<file path="src/hdl/sfd_pkg.sv">
// ----------------------------------------------------------------------------
// sfd_pkg
// Shared types and constants for the serial frame deframer.
// ----------------------------------------------------------------------------
package sfd_pkg;

  localparam int unsigned BYTE_W   = 8;
  localparam int unsigned KIND_W   = 2;
  localparam int unsigned CFG_IDX_W = 1;

  localparam logic [BYTE_W-1:0] SYNC_FIRST_RST  = 8'hAA;
  localparam logic [BYTE_W-1:0] SYNC_SECOND_RST = 8'h55;

  // Configuration register indexes
  localparam logic [CFG_IDX_W-1:0] CFG_SYNC_FIRST  = 1'b0;
  localparam logic [CFG_IDX_W-1:0] CFG_SYNC_SECOND = 1'b1;

  // Result kinds
  localparam logic [KIND_W-1:0] KIND_PAYLOAD = 2'd0;
  localparam logic [KIND_W-1:0] KIND_END_OK  = 2'd1;
  localparam logic [KIND_W-1:0] KIND_END_BAD = 2'd2;

  typedef enum logic [2:0] {
    PH_SYNC1   = 3'd0,
    PH_SYNC2   = 3'd1,
    PH_TYPE    = 3'd2,
    PH_LEN     = 3'd3,
    PH_PAYLOAD = 3'd4,
    PH_CHECK   = 3'd5
  } phase_t;

  typedef struct packed {
    logic              valid;
    logic [KIND_W-1:0] result_kind;
    logic [BYTE_W-1:0] frame_type;
    logic [BYTE_W-1:0] data_byte;
    logic [BYTE_W-1:0] byte_index;
    logic              is_last_payload;
    logic [BYTE_W-1:0] frame_length;
  } result_t;

endpackage

</file>
<file path="src/hdl/sfd_parser.sv">
// ----------------------------------------------------------------------------
// sfd_parser
// Frame parse state machine: one byte per step, at most one result per byte.
// ----------------------------------------------------------------------------
module sfd_parser import sfd_pkg::*; (
  input  logic              clk,
  input  logic              rst_n,
  input  logic              step,
  input  logic [BYTE_W-1:0] rx_byte,
  input  logic [BYTE_W-1:0] sync_first,
  input  logic [BYTE_W-1:0] sync_second,
  output result_t           res
);

  phase_t            phase_r, phase_nxt;
  logic [BYTE_W-1:0] type_r, type_nxt;
  logic [BYTE_W-1:0] len_r, len_nxt;
  logic [BYTE_W-1:0] seen_r, seen_nxt;
  logic [BYTE_W-1:0] xor_r, xor_nxt;
  logic [BYTE_W:0]   seen_inc;
  logic              last;

  assign seen_inc = {1'b0, seen_r} + {{BYTE_W{1'b0}}, 1'b1};
  assign last     = (seen_inc >= {1'b0, len_r});

  always_comb begin
    phase_nxt = phase_r;
    type_nxt  = type_r;
    len_nxt   = len_r;
    seen_nxt  = seen_r;
    xor_nxt   = xor_r;

    res                 = '0;
    res.frame_type      = type_r;
    res.frame_length    = len_r;

    unique case (phase_r)
      PH_SYNC2: begin
        if (rx_byte == sync_second) begin
          xor_nxt   = xor_r ^ rx_byte;
          phase_nxt = PH_TYPE;
        end else begin
          phase_nxt = PH_SYNC1;
        end
      end
      PH_TYPE: begin
        type_nxt  = rx_byte;
        xor_nxt   = xor_r ^ rx_byte;
        phase_nxt = PH_LEN;
      end
      PH_LEN: begin
        len_nxt   = rx_byte;
        seen_nxt  = '0;
        xor_nxt   = xor_r ^ rx_byte;
        // zero length skips straight to the checksum
        phase_nxt = (rx_byte == '0) ? PH_CHECK : PH_PAYLOAD;
      end
      PH_PAYLOAD: begin
        xor_nxt             = xor_r ^ rx_byte;
        res.valid           = 1'b1;
        res.result_kind     = KIND_PAYLOAD;
        res.data_byte       = rx_byte;
        res.byte_index      = seen_r;
        res.is_last_payload = last;
        seen_nxt            = seen_inc[BYTE_W-1:0];
        if (last) begin
          phase_nxt = PH_CHECK;
        end
      end
      PH_CHECK: begin
        res.valid       = 1'b1;
        res.result_kind = (xor_r == rx_byte) ? KIND_END_OK : KIND_END_BAD;
        phase_nxt       = PH_SYNC1;
      end
      default: begin
        // waiting for first sync; unused codes behave the same
        if (rx_byte == sync_first) begin
          xor_nxt   = rx_byte;
          phase_nxt = PH_SYNC2;
        end else begin
          phase_nxt = PH_SYNC1;
        end
      end
    endcase
  end

  always_ff @(posedge clk) begin
    if (!rst_n) begin
      phase_r <= PH_SYNC1;
      type_r  <= '0;
      len_r   <= '0;
      seen_r  <= '0;
      xor_r   <= '0;
    end else if (step) begin
      phase_r <= phase_nxt;
      type_r  <= type_nxt;
      len_r   <= len_nxt;
      seen_r  <= seen_nxt;
      xor_r   <= xor_nxt;
    end
  end

endmodule

</file>
<file path="src/hdl/serial_frame_deframer.sv">
// ----------------------------------------------------------------------------
// serial_frame_deframer
// Finds sync/type/length/payload/XOR-checksum frames in a byte stream.
//
//   channel  direction  handshake              payload
//   in_      input      in_valid / in_ready    in_rx_byte
//   out_     output     out_valid / out_ready  kind, type, data, index, last, length
//   cfg_     input      cfg_we                 cfg_index, cfg_wdata
//
// One byte per cycle while no result is held back: a byte waits in the input
// register while the parse logic updates the frame state and loads the result
// register. Reset (rst_n low, synchronous) returns the parser to the sync
// search and loads the default sync values. A byte that yields no result
// never waits on out_ready; a byte with a result waits only while the result
// register is full and not being taken.
// ----------------------------------------------------------------------------
module serial_frame_deframer import sfd_pkg::*; (
  input  logic                 clk,
  input  logic                 rst_n,

  input  logic                 in_valid,
  output logic                 in_ready,
  input  logic [BYTE_W-1:0]    in_rx_byte,

  output logic                 out_valid,
  input  logic                 out_ready,
  output logic [KIND_W-1:0]    out_result_kind,
  output logic [BYTE_W-1:0]    out_frame_type,
  output logic [BYTE_W-1:0]    out_data_byte,
  output logic [BYTE_W-1:0]    out_byte_index,
  output logic                 out_is_last_payload,
  output logic [BYTE_W-1:0]    out_frame_length,

  input  logic                 cfg_we,
  input  logic [CFG_IDX_W-1:0] cfg_index,
  input  logic [BYTE_W-1:0]    cfg_wdata
);

  logic [BYTE_W-1:0] sync_first_r;
  logic [BYTE_W-1:0] sync_second_r;

  logic              s1_valid_r;
  logic [BYTE_W-1:0] s1_byte_r;

  result_t           res;
  result_t           out_r;
  logic              out_valid_r;
  logic              advance;

  // configuration registers
  always_ff @(posedge clk) begin
    if (!rst_n) begin
      sync_first_r  <= SYNC_FIRST_RST;
      sync_second_r <= SYNC_SECOND_RST;
    end else if (cfg_we) begin
      unique case (cfg_index)
        CFG_SYNC_FIRST:  sync_first_r  <= cfg_wdata;
        CFG_SYNC_SECOND: sync_second_r <= cfg_wdata;
        default: ;
      endcase
    end
  end

  // advance the held byte unless its result would overwrite an untaken beat
  assign advance  = s1_valid_r && (!out_valid_r || out_ready || !res.valid);
  assign in_ready = !s1_valid_r || advance;

  always_ff @(posedge clk) begin
    if (!rst_n) begin
      s1_valid_r <= 1'b0;
    end else if (in_ready) begin
      s1_valid_r <= in_valid;
    end
  end

  always_ff @(posedge clk) begin
    if (in_valid && in_ready) begin
      s1_byte_r <= in_rx_byte;
    end
  end

  sfd_parser u_parser (
    .clk         (clk),
    .rst_n       (rst_n),
    .step        (advance),
    .rx_byte     (s1_byte_r),
    .sync_first  (sync_first_r),
    .sync_second (sync_second_r),
    .res         (res)
  );

  // result register
  always_ff @(posedge clk) begin
    if (!rst_n) begin
      out_valid_r <= 1'b0;
    end else if (advance && res.valid) begin
      out_valid_r <= 1'b1;
    end else if (out_ready) begin
      out_valid_r <= 1'b0;
    end
  end

  always_ff @(posedge clk) begin
    if (advance && res.valid) begin
      out_r <= res;
    end
  end

  assign out_valid           = out_valid_r;
  assign out_result_kind     = out_r.result_kind;
  assign out_frame_type      = out_r.frame_type;
  assign out_data_byte       = out_r.data_byte;
  assign out_byte_index      = out_r.byte_index;
  assign out_is_last_payload = out_r.is_last_payload;
  assign out_frame_length    = out_r.frame_length;

endmodule

</file>
<file path="config.mk">
export PLATFORM = sky130hd
export DESIGN_NAME = serial_frame_deframer
export DESIGN_NICKNAME = d
export VERILOG_FILES = /design/src/hdl/sfd_pkg.sv /design/src/hdl/sfd_parser.sv /design/src/hdl/serial_frame_deframer.sv
export SDC_FILE = /design/constraint.sdc
export NUM_CORES = 1
export LEC_CHECK = 0
export ABC_AREA = 1
export BUFFER_PORTS_ARGS = -buffer_cell sky130_fd_sc_hd__buf_2
export CAP_MARGIN = 20
export CORE_MARGIN = 5
export CORE_UTILIZATION = 30
export DETAILED_ROUTE_END_ITERATION = 12
export GPL_TIMING_DRIVEN = 0
export PLACE_DENSITY = 0.54
export SLEW_MARGIN = 20
export SYNTH_ARGS = -nofsm -noshare
export SYNTH_HDL_FRONTEND = slang
export SYNTH_SLANG_ARGS = --single-unit
</file>
<file path="constraint.sdc">
create_clock -name clk -period 2.8 [get_ports clk]
set_input_delay 0.28 -clock clk [delete_from_list [all_inputs] [get_ports clk]]
set_output_delay 0.28 -clock clk [all_outputs]
set_load 0.005 [all_outputs]
</file>
# Word level (Yosys, flattened, before mapping)
# Cells that the tools add are included.
word_totals:
  mem_count: 0
  latchBits: 0
  rom_bits: 0
  wordCells: 65
  ramBits: 0
  in_bits: 22
  out_inout_bits: 37
  reg_bits: 96
op_classes:
  n_lt_le_gt_ge: 1
  shift: 0
  n_reduce_logical: 21
  mul: 0
  div: 0
  eq_ne: 10
  muxes: 13
  n_bitwise: 3
  n_addsub: 1
ops:
  columns: ["op", "count"]
  rows:
  - ["$eq 8x8->1", 3]
  - ["$pmux 8 s3", 1]
  - ["$mux 8", 2]
  - ["$pmux 8 s2", 1]
  - ["$pmux 3 s5", 1]
  - ["$reduce_and 2->1", 6]
  - ["$add 8x1->9 const B", 1]
  - ["$ge 9x8->1", 1]
  - ["$logic_not 8->1", 1]
  - ["$xor 8x8->8", 1]
  - ["$eq 3x2->1 const B", 2]
  - ["$eq 3x3->1 const B", 2]
  - ["$pmux 3 s2", 1]
  - ["$mux 1", 4]
  - ["$mux 2", 2]
  - ["$ne 2x1->1 const B", 2]
  - ["$reduce_and 4->1", 1]
  - ["$reduce_bool 2->1", 2]
  - ["$eq 3x1->1 const B", 1]
  - ["$logic_and 1x1->1", 3]
  - ["$logic_not 1->1", 3]
  - ["$logic_or 1x1->1", 3]
  - ["$mux 3", 1]
  - ["$reduce_bool 3->1", 1]
  - ["2 further kinds", 3]

# Longest topological paths before layout
# Gate-level depths: netlist (run 1).
depth:
  word_depth: 8
  mapped_depth: 16
  mapped_depth_nobuf: 16

# Hierarchy
# A second synthesis (run 1) with hierarchy kept.
hier_totals:
  hier_cells: 461
  area_unflattened_um2: 4180.3
by_module_without_submodules:
  columns: ["module", "area_each_um2", "seq_area_each_um2", "instances", "cells_per_inst"]
  rows:
  - ["sfd_parser", 2192.1, 700.7, 1, 329]
  - ["serial_frame_deframer", 1988.2, 1651.6, 1, 132]

# Worst setup path after synthesis (run 1)
# Ideal clock, no wire load.
synth_timing:
  path_type: "register to register"
  startpoint: "reg u_parser.seen_r[0]"
  endpoint: "reg u_parser.phase_r[1]"
  arrival_time_ps: 1844
  period_less_slack_ps: 1914
  setup_time_ps: 71
  t_required_ps: 2729
  path_stages_with_launch: 15
  path_slack_ps: 886
  n_path_buf: 0
  path_cell_list: "dfxtp_1 > ha_1 > nand3_1 > nor2_1 > xor2_1 > ha_1 > nand2_1 > inv_1 > nand2_1 > nand2_1 > nand2_1 > nand3_1 > nand2_1 > nand2_1 > a21oi_1"
synth_via:
  elab_chain_cells: 4
synth_lines:
  columns: ["item", "line", "text"]
  rows:
  - ["start, declared", "sfd_parser.sv:18", "logic [BYTE_W-1:0] seen_r, seen_nxt;"]
  - ["start signal, assigned", "sfd_parser.sv:98", "seen_r <= seen_nxt;"]
  - ["$add 8x1->9", "sfd_parser.sv:23", "assign seen_inc = {1'b0, seen_r} + {{BYTE_W{1'b0}}, 1'b1};"]
  - ["$ge 9x8->1", "sfd_parser.sv:24", "assign last = (seen_inc >= {1'b0, len_r});"]
  - ["$ne 2x1->1 (no line)", null, null]
  - ["$reduce_and 2->1 (no line)", null, null]
  - ["end signal, assigned", "sfd_parser.sv:95", "phase_r <= phase_nxt;"]
  - ["end, declared", "sfd_parser.sv:15", "phase_t phase_r, phase_nxt;"]
# No other way between the ends.
# A chain may end at the register's enable or synchronous reset.

# Final worst setup path (run 1)
layout_timing:
  startpoint: "reg u_parser.seen_r[0]"
  endpoint: "reg u_parser.phase_r[2]"
# The elaborated chain is that of the path after synthesis.

==> results.json, run 1 <==
{
  "power_frac_clock": 0.427,
  "grt.overflow.total": 0,
  "synth_top_area_share": 0.3143,
  "fmax_mhz": 428.2,
  "worst_pin_slew_ns": 0.7198,
  "yosys.area.top_type": "edfxtp_1",
  "yosys-top-cells-area": "edfxtp_1 31%, dfxtp_1 26%, nand2_1 6.8%, nor2_1 6.0%, a21oi_1 4.4%",
  "cts-hold-fix-buffers": 0,
  "synth_seq_cells": 96,
  "cts.clk_slew.worst_paths_ns": 0.07,
  "netSwitchingPower_w": 0.0006567,
  "period_share": 0.8341,
  "avgSynthCellArea_sq_um": 9.272,
  "wl_per_cell_um": 13.61,
  "remaining_drc_errors": 0,
  "worstSetupEndpointType": "flop",
  "setup_slack_ns": 0.4646,
  "power_switching_share": 0.2270,
  "place.gp.congestion": 0.8453,
  "critPathArrivalTime_ns": 2.62,
  "timing.final.crit_period_ns": 2.335,
  "synth_top_family_by_area": "simple AND/OR/NAND/NOR gates",
  "power_frac_comb": 0.050,
  "yosys_warnings": 0,
  "grt_pass1_vias": 3053,
  "synthMuxAreaShare": 0,
  "slew_viol_final": 0,
  "synth_area_sq_um": 4108,
  "dpl_worst_slack_ns": 0.4580,
  "stdcell_count": 693,
  "synthMostInstantiatedCell": "nand2_1",
  "cts_root_buf": "clkbuf_16",
  "worst_hold_slack_ns": 0.09607,
  "antennaDiodeCount": 0,
  "vias": 3089,
  "grt_pass1_wl_um": 15580,
  "cts_inserted_buffers": 9,
  "synth-edff-count": 43,
  "layout-drive-gt1-share": 0.1838,
  "synth_fa_ha_area_frac": 0.02741,
  "netlist_top_cells_count": "74 x nand2_1, 66 x nor2_1, 53 x dfxtp_1",
  "synth-main-ff-cell": "dfxtp_1",
  "cts-resized-gates": 0,
  "start_util": 0.3077,
  "grt_max_degree": 37,
  "finalHoldViolCount": 0,
  "required_ns": 3.08,
  "initialDrtViolationCount": 270,
  "drt_pass1_iterations": 4,
  "p_int_w": 0.002236,
  "leakage_nw": 2.029,
  "maxSlewHeadroom": 0.5195,
  "io_buffers": 58,
  "synthSimpleGateAreaFrac": 0.1928,
  "hp-class": "input pin to flop",
  "synth_cell_type_count": 30,
  "p_per_area_nw_per_um2": 588.4,
  "nNetsFinal": 543,
  "area_growth_pct": 19.68,
  "syn_nets": 474,
  "rsz0062_at_grt": "no",
  "status": "finished, final reports clean",
  "fillers": 1396,
  "ys_seq_area_frac": 0.5726,
  "cts_tree": "built",
  "max-cap-violations": 0,
  "track_usage": 0.1238,
  "clockBufferDepth": 2,
  "placed_cells": 677,
  "skew_ns": 0.006980,
  "drt-total-wl_um": 9429,
  "worst-setup-path-type": "flop to flop",
  "rows": 42,
  "p_seq_frac": 0.523,
  "final.setup.tns_ns": 0,
  "clkLatencyLatePin_ns": 0.35,
  "die_h_um": 127.0,
  "setup_violations": 0,
  "cp_max_fo": 5,
  "clkSinkCount": 96,
  "antenna_left": 0,
  "post_cts_buffers": 0,
  "worstSetupStartpointType": "flop",
  "htree_levels": 3,
  "hpwlAfterDp_um": 6900,
  "grt_antenna_before_repair": 0,
  "power_w": 0.002892,
  "die_w_um": 127.0,
  "vias_per_cell": 4.457,
  "synth_xor_area_frac": 0.06183,
  "ir_drop_mv": 0.3122,
  "synth_compound_area_frac": 0.09077,
  "async_flop_share": 0,
  "syn_inst": 443,
  "core-area_sq_um": 13350,
  "ioPinCount": 59,
  "dieArea_sq_um": 16130
}
[sequential cells by signal, indices dropped and copies added, names as in the netlist]
signal               flops
out_result_kind          2
sync_second_r            8
out_valid                1
u_parser.seen_r          8
u_parser.len_r           8
out_is_last_payload      1
u_parser.type_r          8
s1_valid_r               1
u_parser.phase_r         3
u_parser.xor_r           8
out_data_byte            8
sync_first_r             8
out_frame_length         8
s1_byte_r                8
out_byte_index           8
out_frame_type           8
[power by group through the flow]
| stage | logic [W] | registers [W] | clock network (W) |
|---|---|---|---|
| floorplan | 0.0000995 | 0.00153 | 0 |
| global placement | 0.000141 | 0.00154 | 0 |
| detailed placement | 0.000143 | 0.00154 | 0 |
| CTS | 0.000145 | 0.00151 | 0.00127 |
| global route | 0.000163 | 0.00152 | 0.00133 |
| finish | 0.000144 | 0.00151 | 0.00124 |
[placed cells by master, fill, tap and decap left out, types with 3 or more instances in the layout]
master / n
nand2_1: 74
nor2_1: 66
buf_2: 60
dfxtp_1: 53
edfxtp_1: 43
inv_1: 38
a21oi_1: 36
nand3_1: 18
xnor2_1: 16
o21ai_0: 15
xor2_1: 13
o21ai_1: 13
nand4_1: 11
ha_1: 9
clkbuf_16: 9
inv_2: 7
clkbuf_1: 7
a22oi_1: 4
nand2_2: 3
[cell families (layout without fill, tap and decap cells)]
logic type | count (synthesis) | in the layout
AO/OA/AOI/OAI | 71 | 71
XOR/XNOR | 29 | 29
buffers and inverters | 56 | 130
AND/OR/NAND/NOR | 182 | 182
adder cells (fa/ha/maj) | 9 | 9
flip-flops | 96 | 96
[area by class of cell]
type,count,area [sq um],share of cell area
Multi-Input combinational cell,291,1531,0.3115
Buffer,11,55.05,0.01120
Tap cell,176,220.2,0.04480
Clock inverter,6,68.82,0.01400
Timing Repair Buffer,58,290.3,0.05905
Clock buffer,10,229.0,0.04658
Sequential cell,96,2352,0.4785
Inverter,45,168.9,0.03436
[critical path: stages (launching register included)]
cell     delay (ns)
dfxtp_1        0.43
ha_1           0.22
nand3_1        0.12
nor2_1         0.18
xor2_1         0.27
ha_1           0.30
nand2_1        0.07
inv_1          0.03
nand2_1        0.05
nand2_1        0.05
nand2_1        0.08
nand3_1        0.15
nand2_1        0.13
nand2_1        0.05
a21oi_1        0.12
[metrics by stage]
| step | area (sq um) | utilization |
|---|---|---|
| floorplan | 4108 | - |
| global placement | 4618 | 0.3460 |
| detailed placement | 4618 | 0.3460 |
| CTS | 4916 | 0.3683 |
| global route | 4916 | 0.3683 |
| finish | 4916 | 0.3683 |
[worst paths after layout]
| check | startpoint | endpoint | slack [ns] | depth (start not counted) |
|---|---|---|---|---|
| min | in_rx_byte[3] | s1_byte_r[3] | 0.1 | 1 |
| max reg2reg | u_parser.seen_r[0] | u_parser.phase_r[2] | 0.46 | 14 |
| max | u_parser.seen_r[0] | u_parser.phase_r[2] | 0.46 | 14 |
| min reg2reg | u_parser.len_r[4] | out_frame_length[4] | 0.44 | 0 |
[routing by layer]
layer / share of wire / global-route usage / up-vias
li1: - / - / 1609
met1: 0.47 / 0.1645 / 1389
met2: 0.45 / 0.1849 / 77
met3: 0.059 / 0.02796 / 14
met4: 0.020 / 0.07256 / 0
met5: 0 / 0 / -
Note: power is estimated with default switching activity, not from simulation.
==> run 2: changes to the inputs <==
Settings changed: ABC_AREA 1 to 0, PLACE_DENSITY 0.54 to 0.56.
Clock period 2.8 ns to 2 ns, I/O delays scaled along.
==> results.json, run 2 <==
{
  "clkSinkCount": 96,
  "yosys_warnings": 0,
  "grt_pass1_vias": 3147,
  "clockBufferDepth": 2,
  "timing.final.crit_period_ns": 2.245,
  "worst-setup-path-type": "flop to flop",
  "slew_viol_final": 0,
  "syn_nets": 451,
  "leakage_nw": 1.987,
  "syn_inst": 420,
  "maxSlewHeadroom": 0.3871,
  "vias_per_cell": 4.645,
  "worst_hold_slack_ns": 0.02327,
  "critPathArrivalTime_ns": 2.48,
  "antenna_left": 0,
  "remaining_drc_errors": 0,
  "core-area_sq_um": 13990,
  "die_w_um": 130.1,
  "period_share": 1.123,
  "ioPinCount": 59,
  "yosys.area.top_type": "edfxtp_1",
  "worstSetupEndpointType": "flop",
  "grt.overflow.total": 0,
  "antennaDiodeCount": 0,
  "worstSetupStartpointType": "flop",
  "synth_area_sq_um": 4327,
  "ys_seq_area_frac": 0.5437,
  "yosys-top-cells-area": "edfxtp_1 30%, dfxtp_1 25%, nand2_1 5.8%, xnor2_1 4.9%, a21oi_1 4.5%",
  "p_per_area_nw_per_um2": 759.4,
  "final_cell_mix": "66 x nand2_1, 61 x buf_2, 48 x dfxtp_1",
  "hp-class": "input pin to flop",
  "synth_cell_type_count": 40,
  "cts_root_buf": "clkbuf_16",
  "final.setup.tns_ns": -0.4789,
  "dpl_worst_slack_ns": -0.2913,
  "crit_path_cell_trace": "ha_4 -> nand3_4 -> nor2_4 -> xor2_2 -> ha_1 -> and3_4 -> a221oi_2 -> o211ai_1 -> o221ai_1 -> a31oi_1",
  "finalHoldViolCount": 0,
  "drt-total-wl_um": 9839,
  "required_ns": 2.24,
  "grt_pass1_wl_um": 15660,
  "htree_levels": 3,
  "final_common_cell": "nand2_1",
  "synthMostInstantiatedCell": "nand2_1",
  "clkLatencyLatePin_ns": 0.35,
  "ir_drop_mv": 0.4667,
  "initialDrtViolationCount": 146,
  "cts_tree": "built",
  "io_buffers": 57,
  "grt_antenna_before_repair": 0,
  "nNetsFinal": 527,
  "rsz0062_at_grt": "yes",
  "max_stage_delay_ns": 0.39,
  "layout-drive-gt1-share": 0.2495,
  "utilization": 0.3801,
  "fmax_mhz": 445.4,
  "async_flop_share": 0,
  "synth-main-ff-cell": "dfxtp_1",
  "netlist_top_cells_count": "67 x nand2_1, 53 x dfxtp_1, 43 x edfxtp_1",
  "skew_ns": 0.007065,
  "wl_per_cell_um": 14.45,
  "hpwlAfterDp_um": 6953,
  "cp_slowest_cell": "dfxtp_4",
  "synth_top_area_share": 0.2984,
  "cp_max_fo": 5,
  "synth-edff-count": 43,
  "dieArea_sq_um": 16920,
  "drt_pass1_iterations": 5,
  "cts_inserted_buffers": 9,
  "synth_seq_cells": 96,
  "area_growth_pct": 22.90,
  "grt_max_degree": 36,
  "start_util": 0.3093,
  "violations": "negative setup slack",
  "setup_violations": 2,
  "avgSynthCellArea_sq_um": 10.30,
  "setup_slack_ns": -0.2453,
  "die_h_um": 130.1,
  "place.gp.congestion": 0.8546,
  "cts.clk_slew.worst_paths_ns": 0.07,
  "track_usage": 0.1216,
  "cts-hold-fix-buffers": 0,
  "rows": 43,
  "max-cap-violations": 0,
  "vias": 3163,
  "worst_pin_slew_ns": 0.9150,
  "status": "finished with violations"
}
## run 2: cell types whose count changed after synthesis, moves of 8 or more
cell | previous run | this run
and2_1 | 0 | 19
buf_6 | 1 | 10
inv_1 | 39 | 10
mux2i_1 | 0 | 16
nor2_1 | 66 | 34
o21ai_0 | 15 | 4
o21ai_1 | 13 | 0
xnor2_1 | 16 | 24
xor2_1 | 13 | 3
## run 2: layer usage
metal,vias up,GRT usage,share of wire
met5,-,0,0
met4,0,0.05501,0.020
met3,15,0.03848,0.062
met2,72,0.1964,0.47
met1,1490,0.1486,0.45
li1,1586,-,-
## run 2: final timing paths
path	from	end	slack [ns]	cells past startpoint
worst max-delay path	u_parser.seen_r[0]	u_parser.phase_r[0]	-0.25	10
worst min-delay path	in_rx_byte[7]	s1_byte_r[7]	0.02	1
worst max register to register	u_parser.seen_r[0]	u_parser.phase_r[0]	-0.25	10
worst min register to register	u_parser.type_r[2]	out_frame_type[2]	0.44	0
## run 2: stage by stage
stage	total power (W)	cell area, sq um	std cells
floorplan	0.002263	4419	420
global placement	0.002326	4930	657
detailed placement	0.002332	4930	657
CTS	0.004097	5256	675
global route	0.004192	5318	681
finish	0.004038	5318	681
## run 2: timing repair
| action | CTS | global route |
|---|---|---|
| pin swaps | 3 | 8 |
| setup buffers | 2 | 5 |
| endpoints found under the setup margin | 2 | 49 |
| cloned | 0 | 1 |
| resized for setup | 1 | 4 |
## run 2: cells by family (layout without fill, tap and decap cells)
logic type	Yosys count	count (layout)	share of synthesized area
simple gates	167	168	0.1819
flops	96	96	0.5437
compound gates	64	64	0.08647
buf+inv	36	116	0.05147
xor+xnor	32	32	0.07345
mux	16	16	0.03701
fa+ha+maj	9	9	0.02603
## run 2: final cells by class
cell class	count	area [sq um]
well taps	180	225.2
clock buffers	9	225.2
repair buffers	64	337.8
clock inverters	7	78.83
multi-input cells	289	1859
flip-flops and latches	96	2369
plain buffers	25	181.4
fillers	1445	8671
inverters	11	41.29
## run 2: critical path, delay by kind of cell, from the launching register on
| family | cells | cell delay, ns |
|---|---|---|
| AO/OA/AOI/OAI | 4 | 0.76 |
| XOR/XNOR | 1 | 0.16 |
| adder cells (fa/ha/maj) | 2 | 0.42 |
| flip-flops | 1 | 0.39 |
| AND/OR/NAND/NOR | 3 | 0.39 |
## run 2: where the power goes
group,internal [W],switching (W),total [W]
sequential,0.00206,0.0000200,0.00208
clock,0.000982,0.000771,0.00175
combinational,0.0000924,0.000115,0.000207
